File: config.mk
export PLATFORM = sky130hd
export DESIGN_NAME = prc_ctrl
export DESIGN_NICKNAME = d
export VERILOG_FILES = /design/src/rtl/core/prc_pkg.sv /design/src/rtl/core/prc_ctrl.sv
export SDC_FILE = /design/constraint.sdc
export NUM_CORES = 1
export LEC_CHECK = 0
export ABC_AREA = 1
export ABC_CLOCK_PERIOD_IN_PS = 1500
export BUFFER_PORTS_ARGS = -buffer_cell sky130_fd_sc_hd__buf_4
export CORE_AREA = 2 2 39 41
export CTS_BUF_LIST = sky130_fd_sc_hd__clkbuf_2
export DETAILED_ROUTE_END_ITERATION = 16
export DIE_AREA = 0 0 41 43
export GPL_ROUTABILITY_DRIVEN = 0
export GPL_TIMING_DRIVEN = 0
export MAX_ROUTING_LAYER = met4
export PLACE_DENSITY_LB_ADDON = 0.2
export RECOVER_POWER = 25
export SLEW_MARGIN = 20
export SYNTH_ARGS = -nofsm -noshare
export SYNTH_HDL_FRONTEND = slang
export SYNTH_SLANG_ARGS = --single-unit
File: constraint.sdc
create_clock -name clk -period 1.5 [get_ports clk]
set_clock_uncertainty 0.2 [all_clocks]
set_input_delay 0.225 -clock clk [delete_from_list [all_inputs] [get_ports clk]]
set_output_delay 0.225 -clock clk [all_outputs]
set_load 0.05 [all_outputs]
File: src/rtl/core/prc_pkg.sv
package prc_pkg;

  // Default built depth of the capture ring.
  localparam int PRC_RING_DEPTH = 1024;

  // Widths fixed by the request and result formats.
  localparam int OP_W    = 2;
  localparam int DATA_W  = 64;
  localparam int TIME_W  = 48;
  localparam int MODE_W  = 2;
  localparam int LEN_W   = 11;

  localparam logic [LEN_W-1:0] RING_LENGTH_RESET = LEN_W'(1024);

  typedef enum logic [OP_W-1:0] {
    OP_SAMPLE          = 2'd0,
    OP_FLUSH_TICK      = 2'd1,
    OP_START_RECORDING = 2'd2,
    OP_START_FLUSHING  = 2'd3
  } op_t;

  typedef enum logic [MODE_W-1:0] {
    MODE_STANDBY   = 2'd0,
    MODE_RECORDING = 2'd1,
    MODE_FLUSHING  = 2'd2
  } mode_t;

  typedef enum logic {
    ST_IDLE = 1'b0,
    ST_READ = 1'b1
  } ctl_state_t;

  // Commands from the controller to the datapath.
  typedef struct packed {
    logic accept;       // a request is taken at this edge
    logic load_direct;  // result register takes a result without a record
    logic load_read;    // result register takes the memory read data
  } ctl_cmd_t;

  // Status from the datapath to the controller.
  typedef struct packed {
    logic needs_read;   // the pending request is a flush tick that reads an entry
  } dp_sts_t;

endpackage

File: src/rtl/core/prc_ctrl.sv
module prc_ctrl import prc_pkg::*; (
  input  logic     clk,
  input  logic     rst_n,
  input  logic     in_valid,
  output logic     in_ready,
  output logic     out_valid,
  input  logic     out_ready,
  input  dp_sts_t  sts,
  output ctl_cmd_t cmd
);

  ctl_state_t state_r, state_nxt;
  logic       out_valid_r, out_valid_nxt;

  always_ff @(posedge clk) begin
    if (!rst_n) begin
      state_r     <= ST_IDLE;
      out_valid_r <= 1'b0;
    end else begin
      state_r     <= state_nxt;
      out_valid_r <= out_valid_nxt;
    end
  end

  always_comb begin
    state_nxt       = state_r;
    cmd             = '0;
    in_ready        = 1'b0;
    case (state_r)
      ST_IDLE: begin
        // Take a request once the result register is free or being emptied.
        in_ready = !out_valid_r || out_ready;
        if (in_valid && in_ready) begin
          cmd.accept = 1'b1;
          if (sts.needs_read) begin
            state_nxt = ST_READ;
          end else begin
            cmd.load_direct = 1'b1;
          end
        end
      end
      ST_READ: begin
        cmd.load_read = 1'b1;
        state_nxt     = ST_IDLE;
      end
      default: begin
        state_nxt = ST_IDLE;
      end
    endcase

    if (cmd.load_direct || cmd.load_read) begin
      out_valid_nxt = 1'b1;
    end else if (out_ready) begin
      out_valid_nxt = 1'b0;
    end else begin
      out_valid_nxt = out_valid_r;
    end
  end

  assign out_valid = out_valid_r;

endmodule

# Word level (Yosys, flattened, before mapping)
# Index checks and enable logic that the tools add are counted.
# Widths: inputs -> output; s select.
# classes
muxes,10
bitwise_logic,1
reduce_logical,5
# ops
operator,count
$mux 1,7
$mux 2,2
$logic_or 1x1->1,2
$pmux 1 s2,1
$reduce_bool 2->1,1
$logic_and 1x1->1,1
$logic_not 1->1,1
$not 1->1,1
# word_totals
regBits,2
in_bits,5
out_inout_bits,5

# Logic depth before layout (Yosys ltp)
# Gate-level depths: netlist of run 1.
# logic_depth
word_depth,7
depth_mapped,5

# Least setup slack after synthesis of run 1
# No wires, ideal clock.
# synth_path
path_kind,flip-flop to output port
startpoint,reg out_valid_r (netlist: out_valid)
endpoint,out cmd[1] (netlist name)
arrival_ps,1360
required_ps,1075
path_slack_ps,-285
path_stages_with_launch,4
cell_sequence,dfxtp_1 > nand2_2 > nand3_2 > nor2_1
# synth_lines
item,line_no,source
start: declaration,prc_ctrl.sv:13,"logic out_valid_r, out_valid_nxt;"
start signal: assignment,prc_ctrl.sv:21,out_valid_r <= out_valid_nxt;
end: declaration,prc_ctrl.sv:9,output ctl_cmd_t cmd

==> results of run 1 <==
[logic make-up after synthesis]
logic type,share of synthesized area (%)
DFF,36.0
and+or+nand+nor,36.0
buffers and inverters,23.6
AOI/OAI and AO/OA,4.49
[state kept, by name, indices dropped and copies added (netlist names)]
name,cells
out_valid,1
state_r,1
[cell usage after synthesis]
cell,count,area share [%]
nand2_1,3,10
nand3_1,1,4.5
a21oi_1,1,4.5
inv_1,5,17
nand3_2,1,9.0
buf_4,1,6.7
nor2_1,2,6.7
nand2_2,1,5.6
dfxtp_1,2,36
[stage by stage]
step / util, % / hold WS [ns]
5_1_grt: 15.9 / 0.0441
3_5_place_dp: 14.8 / 0.231
4_1_cts: 15.9 / 0.0319
2_1_floorplan: - / 0.123
6_report: 15.9 / 0.0399
3_3_place_gp: 14.8 / 0.232
[power by group through the flow]
stage	Sequential [uW]	Combinational (uW)	Clock, uW
floorplan	66.9	41.2	0
global route	60.3	77.2	91.1
global placement	60.4	73.0	0
finish	59.8	72.7	80.7
CTS	59.8	73.6	87.3
detailed placement	60.5	73.5	0
[worst max-delay path, cell delays in order, from the launching register on]
cell,delay [ns]
dfxtp_1,0.32
inv_1,0.08
nand3_2,0.10
nor2_2,0.08
buf_4,0.20
[area by class of cell]
cell class,instances,area [um^2],area share (%)
repair buffers,9,67.6,30.7
well taps,16,20.0,9.09
multi-input cells,9,51.3,23.3
flip-flops and latches,2,40.0,18.2
inverters,5,18.8,8.52
clock buffers,3,15.0,6.82
plain buffers,1,7.51,3.41
[worst paths after layout]
check                         start                endpoint  slack (ns)  cells past startpoint
max              state_r$_SDFF_PP0_                  cmd[1]        0.11                      4
min                           rst_n  out_valid$_SDFFE_PN0P_        0.04                      3
max reg2reg  out_valid$_SDFFE_PN0P_      state_r$_SDFF_PP0_        0.62                      3
min reg2reg  out_valid$_SDFFE_PN0P_  out_valid$_SDFFE_PN0P_        0.41                      4
[routing by layer]
metal | vias up | track usage [%] | wire [um]
li1 | 73 | - | -
met1 | 58 | 2.54 | 91
met2 | 5 | 5.94 | 166
met3 | 0 | 3.14 | 30
met4 | 0 | 6.00 | 0
met5 | - | - | 0
==> impl_results.md, run 1 <==
* Syn nets at 22
* Clock Power Share at 37.8%
* Share of layout cells above drive strength 1 at 58.6%
* Final cycle utilization of the critical path at 92.7%
* Area growth from synthesis to layout at 97.8%
* Final Hold Fails at 0
* Cell variety after synth at 9
* First-pass GRT wire length at 420 um
* Cell Pwr Density at 968 nW/um^2
* Comb pwr share at 34.1%
* Synthesis-stage register bit count at 2
* Largest net degree at the start of global routing at 4
* Switching share of power at 36.5%
* Placeable Area at 1380 um^2
* WL/cell at 6.40 um
* Worst-path fanout max at 3
* Cell Area, Synth at 111 um^2
* DPL Wire Length at 240 um
* DP Area at 205 um^2
* Worst Tran Pin Value at 0.135 ns
* Drt drc at 0
* Vias after detailed routing at 136
* Setup bufs post-CTS at 0
* Die area at 1760 um^2
* Hold Buf Count CTS at 0
* Reg power frac at 28.1%
* Crit end category: output pin
* Crit path arrival time at 0.97 ns
* P_int at 135 uW
* Status: finished, final reports clean
* Total GRT Usage at 4.30%
* Post-route minimum period at 1.39 ns
* WL final at 288 um
* Total power at 213 uW
* Vias per inst at 3.02
* Grt ovf at 0
* Port Buffers at 9
* Clock Path Buffers at 2
* Most common cell after layout, fill and taps aside: buf_4
* Most frequent cells in the layout: buf_4, inv_1, nand2_1, clkbuf_2, dfxtp_1
* Max cap viols at 0
* H-tree depth at 1
* CP Launch Type: register
* Hold Crit Class: input port to register
* Rel. slew slack at 91.0%
* CP Data Required Time at 1.07 ns
* Initial DRC count at 0
* Sequential share of the synthesized area at 36.0%
* Average cell area after synthesis at 6.55 um^2
* VDD IR max at 0.000146 V
* Die Wd at 41 um
* Dpl ws at 0.277 ns
* Drt pass-1 iters at 1
* Final instance area at 220 um^2
* Filler cell count at 166
* Worst setup path class: register to output pin
* Final ANT Viol Nets at 0
* Initial core utilization at 8.05%
* Num rows at 14
* Nets at 36
* Clk_lat worst skew at 0.18 ns
* CTS-repair resized insts at 0
* I/O pins at 10
* Unrepaired setup endpoints after global routing: false
* CTS tree: yes
* CTS root buf: clkbuf_2
* Non-Filler Instances at 45
* Final number of setup-violating endpoints at 0
* Clock slew seen by the registers of the worst setup and hold paths at 0.03 ns
* Slew Viols, Final at 0
* Final WS setup at 0.109 ns
* F_max at 719 MHz
* Leakage at 0.000128 uW
* Cells after Synth at 17
* Die Span Y at 43 um
* Initial antenna violation count at 0
* Cell Count Post-Placement at 42
* Setup TNS at 0 ns
* Vias in the first global route at 130
* Diode count at 0
* # clock sinks at 2
* Net Switching at 77.7 uW
* CTS Buf Count at 3
* Warnings, synthesis at 0
Power figures use the tool's default switching activity.
==> inputs of run 2 (changes only) <==
Settings changed: ABC_AREA 1 to not set.
==> run 2 against run 1 <==
Effect of this change: register-to-register slack lost 0.31 ns; sequential power rose by 2%; non-clock buffer count increased by 1; flip-flop and latch count unchanged; worst setup slack got worse by 0.12 ns; critical path type unchanged; the run now ends with setup timing left; first-iteration DRC count is 1 higher; final area is 23% higher; cell count down 8.9%.
==> impl_results.md, run 2 <==
* Final instance area at 272 um^2
* Warnings, synthesis at 0
* CP Data Required Time at 1.07 ns
* Async SR Flop Fraction at 0%
* Diode count at 0
* Final Hold Fails at 0
* Hold Crit Class: input port to register
* Placeable Area at 1380 um^2
* Number of synthesized flops with an enable pin at 0
* Post-synth top cells: dfxtp_1, nor4b_2
* Final number of setup-violating endpoints at 1
* Worst setup path class: register to output pin
* Slew Viols, Final at 0
* Port Buffers at 9
* Most Crowded Layer GR: met4
* Leakage at 0.000121 uW
* Status: finished, violations left
* Unrepaired setup endpoints after global routing: true
* Die Span Y at 43 um
* Syn nets at 16
* Area growth from synthesis to layout at 124%
* Clk_lat worst skew at 0.20 ns
* DP Area at 235 um^2
* Cell Pwr Density at 922 nW/um^2
* Top post-synthesis cells by area: dfxtp_1, nor4b_2, nor2b_4
* Core Util, Final at 19.6%
* Main flop type after synthesis: dfxtp_1
* Share of layout cells above drive strength 1 at 88.0%
* VDD IR max at 0.000246 V
* Final ANT Viol Nets at 0
* CTS root buf: clkbuf_2
* Die area at 1760 um^2
* I/O pins at 10
* H-tree depth at 1
* Worst hold margin at 0.0582 ns
* Cells after Synth at 11
* WL/cell at 7.85 um
* F_max at 661 MHz
* Most common cell after layout, fill and taps aside: buf_4
* CP Launch Type: register
* Die Wd at 41 um
* Vias per inst at 3.20
* Initial antenna violation count at 0
* Cell Area, Synth at 121 um^2
* Final cycle utilization of the critical path at 101%
* Average cell area after synthesis at 11.0 um^2
* Total power at 250 uW
* Initial DRC count at 1
* Worst-path fanout max at 4
* GR Util met1 at 5.43%
* Post-route minimum period at 1.51 ns
* Filler cell count at 160
* Vias in the first global route at 145
* Drt drc at 0
* CTS Buf Count at 3
* Most frequent cells in the layout: buf_4, clkbuf_2, buf_6
* Max cap viols at 0
* Final WS setup at -0.0121 ns
* Total GRT Usage at 5.85%
* Grt met3 use at 5.24%
* Setup TNS at -0.0121 ns
* WL final at 322 um
* First-pass GRT wire length at 572 um
* CTS tree: yes
* Hold Buf Count CTS at 0
* Grt ovf at 0
* Largest net degree at the start of global routing at 7
* Clock slew seen by the registers of the worst setup and hold paths at 0.04 ns
* Nets at 31
* Clock Path Buffers at 2
* Cell variety after synth at 9
* Sequential share of the synthesized area at 33.0%
* Crit end category: output pin
* Crit path arrival time at 1.09 ns
* Rel. slew slack at 86.6%
* Share of the synthesized area in the top cell type at 33.0%
* Initial core utilization at 8.77%
* Num rows at 14
* Failing checks: setup timing
* Worst Tran Pin Value at 0.200 ns
* Vias after detailed routing at 131
* Post-synth top area cell: dfxtp_1
* # clock sinks at 2
* Synthesis-stage register bit count at 2
* Met2 usage at 5.63%
* Drt pass-1 iters at 2
[run 2: final timing paths]
kind,endpoint,depth (start not counted),from,slack (ns)
max,cmd[1],3,out_valid$_SDFFE_PN0P_,-0.01
min,out_valid$_SDFFE_PN0P_,2,rst_n,0.06
max reg2reg,out_valid$_SDFFE_PN0P_,3,out_valid$_SDFFE_PN0P_,0.31
min reg2reg,state_r$_SDFF_PP0_,1,state_r$_SDFF_PP0_,0.34
[run 2: report_power, final]
part           internal (uW)  total [uW]  switching [uW]
registers               56.5        60.7            4.24
clock network           70.0         106            36.0
logic                   36.4        83.6            47.1
total                    163         250            87.4
[run 2: routing by layer]
layer  vias up  wire [um]
li1         66          -
met1        56        128
met2         9        128
met3         0         65
met4         0          0
met5         -          0
[run 2: layout make-up]
cell class	count	area [um^2]	area share, %
buffer	1	7.51	2.76
sequential	2	45.0	16.6
tap	16	20.0	7.37
multi-input combinational	8	96.3	35.5
clock buffer	4	20.0	7.37
timing repair buffer	10	82.6	30.4
[run 2: kinds of logic (layout without fill, tap and decap cells)]
kind of cell / count (synthesis) / after routing / share of synthesized area, %
AND/OR/NAND/NOR: 7 / 7 / 53.6
flip-flops: 2 / 2 / 33.0
AO/OA/AOI/OAI: 1 / 1 / 7.22
buffers and inverters: 1 / 15 / 6.19
[run 2: worst max-delay path, stage by stage, from the launching register on]
cell     delay, ns
dfxtp_4       0.33
nor2b_4       0.15
nor4b_4       0.22
buf_6         0.19
[run 2: per-stage QoR]
step / cells / worst slack [ns]
after detailed placement: 36 / 0.117
after CTS: 41 / -0.0328
after floorplan: 11 / -0.144
after global routing: 41 / -0.0741
after global placement: 36 / 0.120
final: 41 / -0.0121
[run 2: repair_timing]
action	4_1_cts	5_1_grt
setup endpoints to repair	3	2
gates resized for setup	2	1
hold endpoints to repair	0	0
setup buffers	1	0
pin swaps	1	0
